`src/rtl/min_stack_positional_assert.svh`:
```
// assertion macros shared by the min stack rtl
`ifndef MIN_STACK_POSITIONAL_ASSERT_SVH
`define MIN_STACK_POSITIONAL_ASSERT_SVH
`ifndef NO_ASSERTIONS
`define MSTK_ASSERT(lbl, prop, msg) \
    lbl: assert property (@(posedge clk) disable iff (!rst_n) prop) else $error(msg);
`define MSTK_ASSERT_ALWAYS(lbl, prop, msg) \
    lbl: assert property (@(posedge clk) prop) else $error(msg);
`else
`define MSTK_ASSERT(lbl, prop, msg)
`define MSTK_ASSERT_ALWAYS(lbl, prop, msg)
`endif
`endif

```
`src/rtl/mstk_pkg.sv`:
```
// types and constants shared by the min stack modules
package mstk_pkg;

    localparam int DATA_W = 32;
    localparam int FUNC_W = 3;
    localparam int STAT_W = 2;

    typedef logic [FUNC_W-1:0] func_t;
    typedef logic [STAT_W-1:0] status_t;

    localparam func_t FN_PUSH   = 3'd0;
    localparam func_t FN_POP    = 3'd1;
    localparam func_t FN_INSERT = 3'd2;
    localparam func_t FN_REMOVE = 3'd3;
    localparam func_t FN_QUERY  = 3'd4;

    localparam status_t ST_OK     = 2'd0;
    localparam status_t ST_OVER   = 2'd1;
    localparam status_t ST_UNDER  = 2'd2;
    localparam status_t ST_BADPOS = 2'd3;

    typedef struct packed {
        logic apply;
        logic load;
    } mstk_cmd_t;

    typedef struct packed {
        logic              vld;
        logic [DATA_W-1:0] val;
    } mstk_node_t;

endpackage

```
`src/rtl/mstk_ctrl.sv`:
```
// controller state machine sequencing accept, tree settle and result load
`include "min_stack_positional_assert.svh"
module mstk_ctrl #(
    parameter int TREE_LAT = 3
) (
    input  logic                clk,
    input  logic                rst_n,
    input  logic                s_tvalid,
    output logic                s_tready,
    output logic                m_tvalid,
    input  logic                m_tready,
    output mstk_pkg::mstk_cmd_t cmd
);
    import mstk_pkg::*;

    localparam int CNT_W = $clog2(TREE_LAT + 1);

    typedef enum logic {
        S_IDLE,
        S_WAIT
    } state_t;

    state_t           state_reg, state_next;
    logic [CNT_W-1:0] wait_cnt_reg, wait_cnt_next;
    logic             out_valid_reg, out_valid_next;
    logic             settled;

    assign s_tready = (state_reg == S_IDLE);
    assign m_tvalid = out_valid_reg;
    assign settled  = (wait_cnt_reg == CNT_W'(TREE_LAT));

    always_comb
    begin
        cmd.apply      = s_tvalid && s_tready;
        cmd.load       = (state_reg == S_WAIT) && settled && (!out_valid_reg || m_tready);
        state_next     = state_reg;
        wait_cnt_next  = wait_cnt_reg;
        out_valid_next = out_valid_reg;
        if (cmd.load)
        begin
            out_valid_next = 1'b1;
        end
        else if (m_tready)
        begin
            out_valid_next = 1'b0;
        end
        unique case (state_reg)
            S_IDLE:
            begin
                if (cmd.apply)
                begin
                    state_next    = S_WAIT;
                    wait_cnt_next = '0;
                end
            end
            S_WAIT:
            begin
                if (cmd.load)
                begin
                    state_next = S_IDLE;
                end
                else if (!settled)
                begin
                    wait_cnt_next = wait_cnt_reg + 1'b1;
                end
            end
            default:
            begin
                state_next = S_IDLE;
            end
        endcase
    end

    always_ff @(posedge clk or negedge rst_n)
    begin
        if (!rst_n)
        begin
            state_reg     <= S_IDLE;
            wait_cnt_reg  <= '0;
            out_valid_reg <= 1'b0;
        end
        else
        begin
            state_reg     <= state_next;
            wait_cnt_reg  <= wait_cnt_next;
            out_valid_reg <= out_valid_next;
        end
    end

    `MSTK_ASSERT_ALWAYS(a_apply_idle, cmd.apply |-> (state_reg == S_IDLE), "apply outside idle")
    `MSTK_ASSERT(a_load_free, cmd.load |-> (!out_valid_reg || m_tready), "result overwritten")
    `MSTK_ASSERT(a_wait_start, cmd.apply |=> ((state_reg == S_WAIT) && (wait_cnt_reg == '0)), "wait not started")

endmodule

```
`config.mk`:
```
export PLATFORM = sky130hd
export DESIGN_NAME = mstk_ctrl
export DESIGN_NICKNAME = d
export VERILOG_FILES = /design/src/rtl/mstk_pkg.sv /design/src/rtl/mstk_ctrl.sv
export VERILOG_INCLUDE_DIRS = /design/src /design/src/rtl
export SDC_FILE = /design/constraint.sdc
export NUM_CORES = 1
export LEC_CHECK = 0
export BUFFER_PORTS_ARGS = -buffer_cell sky130_fd_sc_hd__buf_2
export CAP_MARGIN = 20
export CORE_AREA = 2 2 39 41
export DETAILED_ROUTE_END_ITERATION = 12
export DIE_AREA = 0 0 41 43
export HOLD_SLACK_MARGIN = 0.02
export RECOVER_POWER = 100
export SYNTH_ARGS = -nofsm -noshare
export SYNTH_HDL_FRONTEND = slang
export SYNTH_SLANG_ARGS = --single-unit
```
`constraint.sdc`:
```
create_clock -name clk -period 2.64 [get_ports clk]
set_clock_uncertainty 0.2 [all_clocks]
set_input_delay 0.66 -clock clk [delete_from_list [all_inputs] [get_ports clk]]
set_output_delay 0.66 -clock clk [all_outputs]
set_load 0.05 [all_outputs]
```
== Yosys cells after proc, flatten, opt, wreduce, memory -nomap -nowiden ==
Cells that the tools add are included.

* Bits in registers: 4
* Input port bits: 4

* Add/sub/neg operators: 1
* Equal/unequal tests: 4
* Muxes and demuxes: 9
* Bitwise operators: 1
* Reductions and logical operators: 7

{| class="wikitable"
|+ Operators with widths
! kind !! number
|-
| $mux 2 || 3
|-
| $mux 1 || 4
|-
| $ne 2x2->1 const B || 2
|-
| $pmux 2 s2 || 1
|-
| $logic_and 1x1->1 || 3
|-
| $reduce_and 3->1 || 1
|-
| $add 2x1->2 const B || 1
|-
| $eq 2x2->1 const B || 1
|-
| $ne 2x1->1 const B || 1
|-
| $pmux 1 s2 || 1
|-
| $reduce_bool 2->1 || 1
|-
| $logic_not 1->1 || 1
|-
| $logic_or 1x1->1 || 1
|-
| $not 1->1 || 1
|}

== Logic depth before layout (Yosys ltp) ==
Gate-level depths: netlist of run 1.

* Depth after elaboration: 5
* Depth in mapped cells: 4
* Mapped depth without buffers: 3

== Worst setup path before layout of run 1 ==
OpenSTA, ideal clock, no wires.

* Path kind: input to output
* Start point: input port s_tvalid
* End point: output port cmd[1] (netlist name)
* Arrival: 1367 ps
* Required time: 1780 ps
* Path slack: 413 ps
* Cell stages on the path: 1
* Path buffers: 0
* Path through: nor2b_1

* Word-level cells in the longest chain between the ends: 1

{| class="wikitable"
|+ RTL lines
! what !! RTL line !! source
|-
| start, declared || mstk_ctrl.sv:8 || <nowiki>input logic s_tvalid,</nowiki>
|-
| $logic_and 1x1->1 || mstk_ctrl.sv:34 || <nowiki>cmd.apply = s_tvalid && s_tready;</nowiki>
|-
| end, declared || mstk_ctrl.sv:12 || <nowiki>output mstk_pkg::mstk_cmd_t cmd</nowiki>
|}

No other way between the ends.

==> results of run 1 <==
## placed cells by master, fill, tap and decap left out
cell type | synthesis | routed
o2bb2ai_1 | 1 | 1
a31oi_1 | 1 | 1
nand2b_1 | 2 | 2
buf_2 | 0 | 3
nor2b_1 | 2 | 2
nand2_1 | 2 | 2
ha_1 | 1 | 1
nor2_1 | 1 | 1
dfrtp_1 | 4 | 4
xor2_1 | 1 | 1
clkbuf_4 | 0 | 3
o22ai_1 | 1 | 1
clkbuf_1 | 0 | 4
mux2i_1 | 1 | 1
dlygate4sd3_1 | 0 | 1
inv_1 | 1 | 1
## timing repair
action / 4_1_cts / 5_1_grt
setup endpoints to repair: 0 / 0
hold buffers: 0 / 1
hold endpoints to repair: 0 / 1
## Yosys cell counts
cell / count / area share, %
xor2_1: 1 / 4.4
buf_4: 1 / 3.8
a31oi_1: 1 / 3.1
mux2i_1: 1 / 5.0
nor2b_1: 2 / 6.2
nor2_1: 1 / 1.9
dfrtp_1: 4 / 50
nand2_1: 2 / 3.8
o22ai_1: 1 / 3.1
inv_1: 1 / 1.9
o2bb2ai_1: 1 / 4.4
nand2b_1: 2 / 6.2
ha_1: 1 / 6.2
## worst paths after layout
| path | startpoint | to | slack (ps) | cells past startpoint |
|---|---|---|---|---|
| setup / recovery | s_tvalid | cmd[1] | 440 | 3 |
| hold / removal | wait_cnt_reg[1]$_DFFE_PN0P_ | wait_cnt_reg[1]$_DFFE_PN0P_ | 320 | 1 |
| setup reg to reg | wait_cnt_reg[0]$_DFFE_PN0P_ | wait_cnt_reg[0]$_DFFE_PN0P_ | 1380 | 3 |
| hold reg to reg | wait_cnt_reg[1]$_DFFE_PN0P_ | wait_cnt_reg[1]$_DFFE_PN0P_ | 320 | 1 |
| max in group asynchronous | rst_n | m_tvalid$_DFFE_PN0P_ | 1470 | 2 |
| min in group asynchronous | rst_n | wait_cnt_reg[0]$_DFFE_PN0P_ | 590 | 2 |
## logic make-up (layout without fill, tap and decap cells)
group | after synthesis | in the layout | synth area share, %
simple gates | 7 | 7 | 18.1
mux | 1 | 1 | 5.00
xor+xnor | 1 | 1 | 4.38
buf+inv | 2 | 12 | 5.62
fa+ha+maj | 1 | 1 | 6.25
compound gates | 3 | 3 | 10.6
flops | 4 | 4 | 50.0
## stage by stage
step / std cells / utilization, % / setup WS [ps] / hold WS, ps
floorplan: 19 / - / 413 / 164
global placement: 41 / 17.9 / 539 / 266
detailed placement: 41 / 17.9 / 537 / 270
CTS: 44 / 19.5 / 453 / 20.5
global route: 45 / 19.9 / 364 / 345
finish: 45 / 19.9 / 440 / 317
## cell type report
cell class,count,area share [%]
flip-flops and latches,4,36.4
multi-input cells,13,32.3
repair buffers,8,14.5
clock buffers,3,8.18
well taps,16,7.27
inverters,1,1.36
## critical path: cells and delay by family
family,cells,cell delay [ps]
buf+inv,2,560
simple gates,1,120
## layer usage
layer / track usage (%) / up-vias / share of wire (%)
met4: 8.00 / 0 / 0
met1: 5.90 / 80 / 44
met3: 3.14 / 0 / 9.5
met5: 0 / - / 0
met2: 6.88 / 5 / 47
li1: - / 85 / -
==> flow_summary.ini, run 1 <==
[status]
status = finished clean

[cts]
clkTransAtPathRegs_ps = 30
cts_resized = 0
clk_latency_ps = 230
cts.sink_count = 4
post_cts_buffers = 0
h-tree-depth = 1
cts_tree = done
cts_made_buffers = 3
clock_path_buffers = 2
cts-root-buf = clkbuf_4

[finish]
largest_register_ff_count = 2
multi_input_area_um2 = 88.8
area_delta_synth_final_pct = 37.5
fill_cells = 152
drive_above_1_share_pct = 20.7
nets = 36
regArea_um2 = 100
diodes = 0
fin_area_um2 = 275

[floorplanning]
io_pins = 8
core_um2 = 1380
die_w_um = 41
die_h_um = 43
initial_core_util_pct = 14.5
dieArea_um2 = 1760
row_count = 14

[detailed_routing]
ant_nets = 0
wl_per_cell_um = 8.22
first_pass_iters = 1
drt-total-wl_um = 370
vias = 170
viasPerCell = 3.78
first_iter_violations = 0
route.detailed.drc = 0

[setup_path]
worstPathArrival_ps = 1340
crit_chain = buf_2 -> nor2b_1 -> clkbuf_1
critPathSlowestCell = clkbuf_1
crit_path_start_kind = input port
max_stage_delay_ps = 470
worst_ep_required_time_ps = 1780
cp-end-kind = primary output
cp_max_fo = 3
worstSetupPathType = input port to primary output

[logic_synthesis]
synthesis.nets = 24
synth_seq_cells = 4
synth.distinct_cells = 13
yosys_warnings = 0
ys_seq_area_share_pct = 50.0
synth.avg_cell_area_um2 = 10.5
synth_cells = 19
syn_area_um2 = 200

[global_routing]
grt_max_degree = 7
grt_pass1_wl_um = 593
grt-ovfl-total = 0
antenna_found_initial = 0
grt_use_total_pct = 5.86
grt_pass1_vias = 153

[sta]
slew_violations = 0
final-setup-viol-count = 0
rsz0062_at_grt = false
final.setup.tns_ps = 0
slew_headroom_pct = 60.5
layout_min_cycle_time_ps = 2200
fin_crit_sh_pct = 83.3
hold_violations = 0
tightest_slew_ps = 595
fmax_mhz = 454

[place]
gp_congestion = 0.618
port_buffers = 7
dpl_cell_area_um2 = 248
detailed_place_hpwl_um = 325

[min_path]
hp-class = flop to flop

[job]
drv_cap = 0
Power of run 1 is not shown: default switching activity piles up to over one toggle a cycle in this logic, so the estimate is an artifact.
==> inputs of run 2 (changes only) <==
==> constraint.sdc (replaced) <==
create_clock -name clk -period 2.2 [get_ports clk]
set_clock_uncertainty 0.2 [all_clocks]
set_input_delay 0.55 -clock clk [delete_from_list [all_inputs] [get_ports clk]]
set_output_delay 0.55 -clock clk [all_outputs]
set_load 0.05 [all_outputs]
==> run 2 against run 1 <==
Effect of this change:
- cell area did not move
- worst hold slack barely moved
- register-to-register slack got worse by 460 ps
- via count fell by 5.9%
- critical path type is now flop to primary output
- critical endpoint is now cmd[0]
- highest routed layer unchanged
==> flow_summary.ini, run 2 (synthesized netlist as in run 1, its figures left out) <==
[sta]
setup_slack_ps = 142
whs_ps = 318
tightest_slew_ps = 593
hold_violations = 0
rsz0062_at_grt = false
fin_crit_sh_pct = 93.5
slew_violations = 0
final.setup.tns_ps = 0
final-setup-viol-count = 0
fmax_mhz = 486
layout_min_cycle_time_ps = 2060
slew_headroom_pct = 60.6

[cts]
cts_made_buffers = 3
cts.sink_count = 4
h-tree-depth = 1
clk_latency_ps = 230
clkTransAtPathRegs_ps = 40
post_cts_buffers = 0
cts_tree = done
cts-root-buf = clkbuf_4
clock_path_buffers = 2

[global_routing]
grt_max_degree = 7
grt_pass1_vias = 175
grt_pass1_wl_um = 648
antenna_found_initial = 0
grt_use_total_pct = 6.36
grt-ovfl-total = 0

[setup_path]
cp-end-kind = primary output
r2r-end = wait_cnt_reg[0]$_DFFE_PN0P_
worstSetupPathType = flop to primary output
cp_top_family = flip-flops
crit_path_start_kind = flop
crit_chain = ha_1 -> nand2_1 -> nor2b_1 -> buf_2
critPathSlowestCell = dfrtp_1
critPathBufInv = 1
reg2regPathDepth = 3
worstPathArrival_ps = 1310
regToRegSetupSlack_ps = 920
r2r-start = wait_cnt_reg[0]$_DFFE_PN0P_
max_stage_delay_ps = 370
cp_max_fo = 4
worst_ep_required_time_ps = 1450

[job]
drv_cap = 0

[detailed_routing]
first_iter_violations = 0
drt-total-wl_um = 379
vias = 160
route.detailed.drc = 0
wl_per_cell_um = 8.42
first_pass_iters = 1
ant_nets = 0
viasPerCell = 3.56

[min_path]
hp-class = flop to flop
hp-start = wait_cnt_reg[1]$_DFFE_PN0P_
whs_endpoint = wait_cnt_reg[1]$_DFFE_PN0P_
min_delay_path_depth = 1

[floorplanning]
initial_core_util_pct = 14.5
core_um2 = 1380
die_h_um = 43
row_count = 14
die_w_um = 41
io_pins = 8
dieArea_um2 = 1760

[status]
status = finished clean

[place]
gp_congestion = 0.595
detailed_place_hpwl_um = 320
pre_cts_slack_ps = 316
port_buffers = 7

[finish]
fill_cells = 154
final_cell_mix = clkbuf_1, dfrtp_1, clkbuf_4, buf_2
postLayoutCoreUtil_pct = 19.9
largest_register_ff_count = 2
area_delta_synth_final_pct = 37.5
diodes = 0
nets = 36
drive_above_1_share_pct = 20.7
==> run 2: cell counts in the layout (fill, tap and decap cells not counted) <==
No cell type changed its count.
==> run 2: final cells by class <==
class | count | area, µm² | share of cell area (%)
sequential | 4 | 100 | 36.4
timing repair buffer | 8 | 40.0 | 14.5
multi-input combinational | 13 | 88.8 | 32.3
clock buffer | 3 | 22.5 | 8.18
tap | 16 | 20.0 | 7.27
inverter | 1 | 3.75 | 1.36
==> run 2: worst max-delay path by stage <==
stage                                     start  endpoint  slack, ps  cells after the start
floorplan                              s_tvalid    cmd[1]        190                      1
global placement                       m_tready    cmd[0]        320                      4
detailed placement                     m_tready    cmd[0]        320                      4
CTS                 wait_cnt_reg[0]$_DFFE_PN0P_    cmd[0]        120                      4
global route        wait_cnt_reg[0]$_DFFE_PN0P_    cmd[0]         40                      4
finish              wait_cnt_reg[0]$_DFFE_PN0P_    cmd[0]        140                      4
==> run 2: per-layer routing <==
layer	wire length (µm)	vias to the layer above	global-route usage (%)
met4	0	0	8.00
met5	0	-	0
met3	28	0	3.14
li1	-	83	-
met1	174	72	6.54
met2	176	5	7.81
==> run 2: timing repair <==
item,in CTS,in global routing
hold endpoints to repair,4,0
resized for setup,0,0
hold buffers,1,0
==> run 2: metrics by stage <==
step,cell area (µm²),std cells
floorplan,200,19
global placement,248,41
detailed placement,248,41
CTS,280,45
global route,275,45
finish,275,45
==> run 2: worst register-to-register path: cells and delay by family, from the launching register on <==
kind	cells	cell delay, ps
compound gates	1	150
xor+xnor	1	180
fa+ha+maj	1	270
flops	1	400
Power of run 2 is left out for the same reason.
